File: src/hdl/lms_pkg.sv
package lms_pkg;

  // Request function codes.
  localparam logic [1:0] FN_LOAD   = 2'd0;
  localparam logic [1:0] FN_FILTER = 2'd1;
  localparam logic [1:0] FN_CLEAR  = 2'd2;
  localparam logic [1:0] FN_BAD    = 2'd3;

  // Atom kinds.
  localparam logic [1:0] KD_INT = 2'd0;
  localparam logic [1:0] KD_DBL = 2'd1;
  localparam logic [1:0] KD_SYM = 2'd2;
  localparam logic [1:0] KD_BAD = 2'd3;

  typedef enum logic [2:0] {
    ST_IDLE,
    ST_SEARCH,
    ST_STORE,
    ST_EMIT_RD,
    ST_EMIT_CHK,
    ST_EMIT_OUT,
    ST_FINISH
  } state_t;

  typedef struct packed {
    logic load;
    logic clear;
    logic capture;
    logic search;
    logic store;
    logic emit_init;
    logic emit_latch;
    logic emit_next;
    logic finish;
  } cmd_t;

  typedef struct packed {
    logic list_full;
    logic search_done;
    logic item_last;
    logic emit_end;
    logic emit_sel;
  } sts_t;

  // Truncation of a double toward zero, with range and exactness flags.
  typedef struct packed {
    logic        fit;
    logic        integral;
    logic [31:0] val;
  } trunc_t;

  typedef struct packed {
    logic [1:0]  kind;
    logic [63:0] value;
    trunc_t      tr;
  } set_ent_t;

  typedef struct packed {
    logic [1:0]  kind;
    logic [63:0] value;
    logic        matched;
  } list_ent_t;

  function automatic trunc_t dbl_trunc(input logic [63:0] b);
    trunc_t      r;
    logic [10:0] e;
    logic [10:0] shw;
    logic [5:0]  sh;
    logic [52:0] sig;
    logic [52:0] mag;
    logic [52:0] mask;
    logic [31:0] v;
    e    = b[62:52];
    sig  = {1'b1, b[51:0]};
    shw  = 11'd1075 - e;
    sh   = shw[5:0];
    mag  = sig >> sh;
    mask = ~({53{1'b1}} << sh);
    v    = mag[31:0];
    r    = '0;
    if (e == 11'h7FF) begin
      r = '0;
    end else if (e < 11'd1023) begin
      r.fit      = 1'b1;
      r.integral = (b[62:0] == 63'd0);
    end else if (e <= 11'd1053) begin
      r.fit      = 1'b1;
      r.integral = ((sig & mask) == 53'd0);
      r.val      = b[63] ? (32'd0 - v) : v;
    end else if (e == 11'd1054) begin
      // Only -2^31 truncates into range at this exponent.
      if (b[63] && (b[51:21] == 31'd0)) begin
        r.fit      = 1'b1;
        r.integral = (b[20:0] == 21'd0);
        r.val      = 32'h8000_0000;
      end
    end
    return r;
  endfunction

  function automatic logic dbl_eq(input logic [63:0] a, input logic [63:0] b);
    logic a_nan;
    logic b_nan;
    a_nan = (a[62:52] == 11'h7FF) && (a[51:0] != 52'd0);
    b_nan = (b[62:52] == 11'h7FF) && (b[51:0] != 52'd0);
    return !a_nan && !b_nan &&
           ((a == b) || ((a[62:0] == 63'd0) && (b[62:0] == 63'd0)));
  endfunction

endpackage

File: src/hdl/lms_ctrl.sv
module lms_ctrl
  import lms_pkg::*;
(
  input  logic       clk,
  input  logic       rst_n,
  input  logic       in_valid,
  input  logic [1:0] in_func,
  input  logic       in_last,
  input  logic       out_ready,
  input  sts_t       sts,
  output cmd_t       cmd,
  output logic       in_ready,
  output logic       out_valid
);

  state_t state_r;
  state_t state_nxt;

  always_ff @(posedge clk) begin
    if (!rst_n) begin
      state_r <= ST_IDLE;
    end else begin
      state_r <= state_nxt;
    end
  end

  always_comb begin
    state_nxt = state_r;
    cmd       = '0;
    in_ready  = 1'b0;
    out_valid = 1'b0;
    unique case (state_r)
      ST_IDLE: begin
        in_ready = 1'b1;
        if (in_valid) begin
          priority if (in_func == FN_LOAD) begin
            cmd.load = 1'b1;
          end else if (in_func == FN_CLEAR) begin
            cmd.clear = 1'b1;
          end else if (in_func == FN_FILTER) begin
            if (!sts.list_full) begin
              cmd.capture = 1'b1;
              state_nxt   = ST_SEARCH;
            end else if (in_last) begin
              // Atom dropped, but it still closes the list.
              cmd.emit_init = 1'b1;
              state_nxt     = ST_EMIT_RD;
            end
          end else begin
            // An unused function code is taken and ignored.
            state_nxt = ST_IDLE;
          end
        end
      end
      ST_SEARCH: begin
        cmd.search = 1'b1;
        if (sts.search_done) begin
          state_nxt = ST_STORE;
        end
      end
      ST_STORE: begin
        cmd.store = 1'b1;
        if (sts.item_last) begin
          cmd.emit_init = 1'b1;
          state_nxt     = ST_EMIT_RD;
        end else begin
          state_nxt = ST_IDLE;
        end
      end
      ST_EMIT_RD: begin
        state_nxt = sts.emit_end ? ST_FINISH : ST_EMIT_CHK;
      end
      ST_EMIT_CHK: begin
        if (sts.emit_sel) begin
          cmd.emit_latch = 1'b1;
          state_nxt      = ST_EMIT_OUT;
        end else begin
          cmd.emit_next = 1'b1;
          state_nxt     = ST_EMIT_RD;
        end
      end
      ST_EMIT_OUT: begin
        out_valid = 1'b1;
        if (out_ready) begin
          cmd.emit_next = 1'b1;
          state_nxt     = ST_EMIT_RD;
        end
      end
      ST_FINISH: begin
        cmd.finish = 1'b1;
        state_nxt  = ST_IDLE;
      end
      default: begin
        state_nxt = ST_IDLE;
      end
    endcase
  end

endmodule

File: config.mk
export PLATFORM = sky130hd
export DESIGN_NAME = lms_ctrl
export DESIGN_NICKNAME = d
export VERILOG_FILES = /design/src/hdl/lms_pkg.sv /design/src/hdl/lms_ctrl.sv
export SDC_FILE = /design/constraint.sdc
export NUM_CORES = 1
export LEC_CHECK = 0
export ABC_AREA = 1
export BUFFER_PORTS_ARGS = -buffer_cell sky130_fd_sc_hd__buf_2
export CAP_MARGIN = 0
export CELL_PAD_IN_SITES_DETAIL_PLACEMENT = 0
export CELL_PAD_IN_SITES_GLOBAL_PLACEMENT = 1
export CORE_ASPECT_RATIO = 0.9
export CORE_MARGIN = 1
export CORE_UTILIZATION = 22
export DETAILED_ROUTE_END_ITERATION = 10
export PLACE_DENSITY_LB_ADDON = 0.1
export SYNTH_ARGS = -nofsm -noshare
export SYNTH_HDL_FRONTEND = slang
export SYNTH_SLANG_ARGS = --single-unit
File: constraint.sdc
create_clock -name clk -period 0.99 [get_ports clk]
set_input_delay 0.0495 -clock clk [delete_from_list [all_inputs] [get_ports clk]]
set_output_delay 0.0495 -clock clk [all_outputs]
set_load 0.05 [all_outputs]
**Yosys cells after proc, flatten, opt, wreduce, memory -nomap -nowiden**

Index checks and enable logic that the tools add are counted.

- Reduce and logical (&&, ||, !) cells: 3
- Eq/ne operators: 14
- Multiplexer cells: 38

Operator list:

| cell | number |
|---|---|
| two-way mux 3 bit | 11 |
| two-way mux 1 bit | 21 |
| case mux 3 bit (6 select lines) | 1 |
| != test 2 bit, second input constant | 5 |
| == test 3 bit, second input constant | 3 |
| == test 3 x 2 -> 1 bit, second input constant | 2 |
| two-way mux 2 bit | 3 |
| AND reduction 6 bit | 1 |
| != test 4 bit, second input constant | 1 |
| case mux 1 bit (2 select lines) | 2 |
| == test 3 x 1 -> 1 bit, second input constant | 1 |
| zero test 3 bit | 1 |
| == test 2 x 1 -> 1 bit, second input constant | 1 |
| == test 2 bit, second input constant | 1 |
| zero test 2 bit | 1 |

- Flip-flop bits (word level): 3
- Output and inout bits: 11

**Longest topological paths before layout**

- Depth in word-level cells: 7
- Depth in mapped cells: 9

**Worst setup path after synthesis**

No wires, ideal clock.

- Path type: register to output
- Start point: reg state_r[0]
- End point: out cmd[6] (netlist name)
- Path slack: -1.157 ns
- Stages on the path, launching flop included: 5
- Arrival time: 2.098 ns
- Data required time: 0.941 ns
- Path through: dfxtp_1 buf_6 nor2_4 nand2_4 nor4_1

RTL lines:

| item | RTL line | RTL |
|---|---|---|
| start, declared | lms_ctrl.sv:16 | `state_t state_r;` |
| start signal, assigned | lms_ctrl.sv:23 | `state_r <= state_nxt;` |
| end, declared | lms_ctrl.sv:11 | `output cmd_t cmd,` |

==> metrics.md <==
| Metric | Value |
|---|---|
| Post-synthesis sequential area ratio | `15.8%` |
| Vias | `592` |
| Root Driver | `clkbuf_4` |
| Die span in y | `41.4 um` |
| Die area | `1890 um2` |
| Final #Nets | `128` |
| Final period util | `138%` |
| Non-Filler Instances | `137` |
| Hold Buf Count CTS | `0` |
| Antenna violations before repair | `0` |
| CTS tree | `done` |
| Leak | `0.478 nW` |
| RSZ-0062 raised after global routing | `yes` |
| Crit path top cell by count | `nor2_4` |
| Post-placement setup slack | `-267 ps` |
| Max Clock Skew | `5.09 ps` |
| Slowest library cell on the worst path | `dfxtp_4` |
| Met2 Wirelength | `762 um` |
| Setup Crit Path Kind | `register to output pin` |
| Synth area leaders | `dfxtp_1 (16%), nand2_1 (15%), inv_1 (12%)` |
| Final WL | `1.39 mm` |
| CP peak stage delay | `350 ps` |
| Placed inst area | `738 um2` |
| WP buf/inv | `1` |
| Router iterations before antenna repair | `3` |
| Critical Path AT | `1310 ps` |
| Yosys reg bits | `3` |
| Finish-stage setup viols | `14` |
| P&R area growth vs syn | `160%` |
| Routability cong. | `0.777` |
| Pwr/cell area | `1040 nW/um2` |
| Placed Instances | `129` |
| Synth cell types | `19` |
| Total grt overflow | `0` |
| Die Wd | `45.8 um` |
| Clock insertion delay at the later pin of the skew report | `230 ps` |
| Clock buffer depth | `2` |
| Status | `finished with violations` |
| Slew Limit Fails | `0` |
| Mapped Cells | `66` |
| Fin crit period | `1360 ps` |
| Vias in the first global route | `593` |
| Largest register FFs | `3` |
| Metal3 WL | `31 um` |
| Largest register by flop count | `state_r` |
| Post-route DRC | `0` |
| Synthesis warning total | `0` |
| Top-Level Pins | `23` |
| MaxCap Viol Count | `0` |
| Core region area | `1530 um2` |
| Top Family by Delay on Critical Path | `simple AND/OR/NAND/NOR gates` |
| Final instance area | `985 um2` |
| Total CTS buffers | `3` |
| Worst vdd ir | `0.538 mV` |
| Peak Freq | `0.734 GHz` |
| Startpoint Class | `register` |
| Syn Nets | `78` |
| Starting density of the core | `24.8%` |
| Hold Vio Cnt, Final | `0` |
| Pin count of the biggest net entering global routing | `8` |
| Top cell type by total area after synthesis | `dfxtp_1` |
| CP cell instances | `nor2_4 > nand2_4 > nor2_4 > nand2_2 > o31ai_4 > buf_6` |
| Antenna Nets Post-Route | `0` |
| Share of post-route cells with drive strength above 1 | `67.0%` |
| Critical Path RT | `940 ps` |
| Largest regs | `state_r (3)` |
| Final WS setup | `-373 ps` |
| Worst-path clk slew | `40 ps` |
| Vias/cell | `4.32` |
| Max_slew headroom | `83.9%` |
| First-pass GRT wire length | `2.43 mm` |
| Count of input and output buffers | `22` |
| Critical path peak fanout | `3` |
| CTS HTree Levels | `1` |
| Synth top area share | `15.8%` |
| Mapped Avg Cell Area | `5.74 um2` |
| Post-Synthesis Cell Area | `379 um2` |
| Failing checks | `setup timing` |
| Measured slew at the worst slew-check pin | `241 ps` |
| CP Capture Type | `output pin` |
| FP Rows | `13` |
| Routed length per instance | `10.1 um` |
| Top Layer Used | `met3` |
| DR iter-0 viols | `5` |
| Fin Setup TNS | `-3420 ps` |
| Worst Hold Class | `primary input to register` |
| DP Wirelength | `1.01 mm` |
| # diodes | `0` |
| WL met1 | `593 um` |
| GRT Util Overall | `18.5%` |
| Sink Count | `3` |
-- layer usage --
metal  vias to the layer above  global-route usage [%]
li1                        308                       -
met1                       270                    21.5
met2                        14                    36.1
met3                         0                    2.59
met4                         0                    4.41
met5                         -                       0
-- cells by family after synthesis --
| family | share of synthesized area [%] |
|---|---|
| and+or+nand+nor | 59.7 |
| buffers and inverters | 18.2 |
| DFF | 15.8 |
| AOI/OAI and AO/OA | 6.27 |
-- cells in the final DEF (no fill, tap or decap) --
cell type and instances:
nor3_4 5, nand2_1 10, dfxtp_2 1, a31oi_4 1, o21ai_0 1, nand3_4 1, o31ai_4 1, nand2_2 3
buf_4 17, inv_6 2, nor2_2 1, nor4_4 1, nand2_4 4, inv_1 11, buf_8 3, buf_2 11
nor2_4 5, nor2_1 7, inv_4 1, dfxtp_4 2, clkbuf_1 1, buf_6 15, clkbuf_4 3, nand3_1 6
nand4_1 2
-- worst paths after layout --
check | from | end | slack (ps) | cells past startpoint
max | state_r[0] | cmd[3] | -370 | 6
min | rst_n | state_r[0] | 40 | 3
max reg2reg | state_r[2] | state_r[1] | -260 | 9
min reg2reg | state_r[0] | state_r[0] | 730 | 4
-- what timing repair did --
| item | 4_1_cts | 5_1_grt |
|---|---|---|
| buffers inserted | 4 | 1 |
| pin swaps | 10 | 7 |
| endpoints found under the hold margin | 0 | 0 |
| setup endpoints to repair | 14 | 14 |
| gates resized for setup | 45 | 10 |
-- synthesized netlist by cell type --
cell     instances
o31ai_2          1
inv_2            1
nor3_2           1
buf_6            1
nor4_1           1
nand4_1          2
nand3_2          1
nand2_2          1
a31oi_1          1
nor2_4           2
inv_1           12
nand2_4          1
nand2_1         15
nor2_1          11
nand3_1          6
inv_6            1
nor3_1           4
dfxtp_1          3
o21ai_0          1
-- through the flow --
step,util (%),hold slack (ps),power [W]
after floorplan,-,163,0.000476
after global placement,48.3,294,0.000644
after detailed placement,48.3,296,0.000645
after CTS,62.5,41.3,0.000994
after global routing,64.4,34.9,0.00110
final,64.4,40.4,0.00102
-- worst register-to-register path, cell delays in order (launching register included) --
cell	delay [ps]
dfxtp_2	320
buf_4	160
inv_6	70
buf_4	110
nand3_1	70
o21ai_0	170
nor2_1	70
nand2_1	50
nand2_1	60
nor2_1	90
-- layout make-up --
class	instances	area, um2
inverter	14	65.1
multi-input combinational	48	400
timing repair buffer	46	397
clock buffer	4	26.3
fill	149	544
tap	22	27.5
sequential	3	68.8
-- power by group --
part           switching, W  total (W)  internal (W)  leakage (nW)
sequential        0.0000138   0.000149      0.000135        0.0264
clock             0.0000649   0.000216      0.000151        0.0150
combinational      0.000370   0.000658      0.000288         0.436
total              0.000449    0.00102      0.000574         0.478
(Power assumes the default switching activity.)
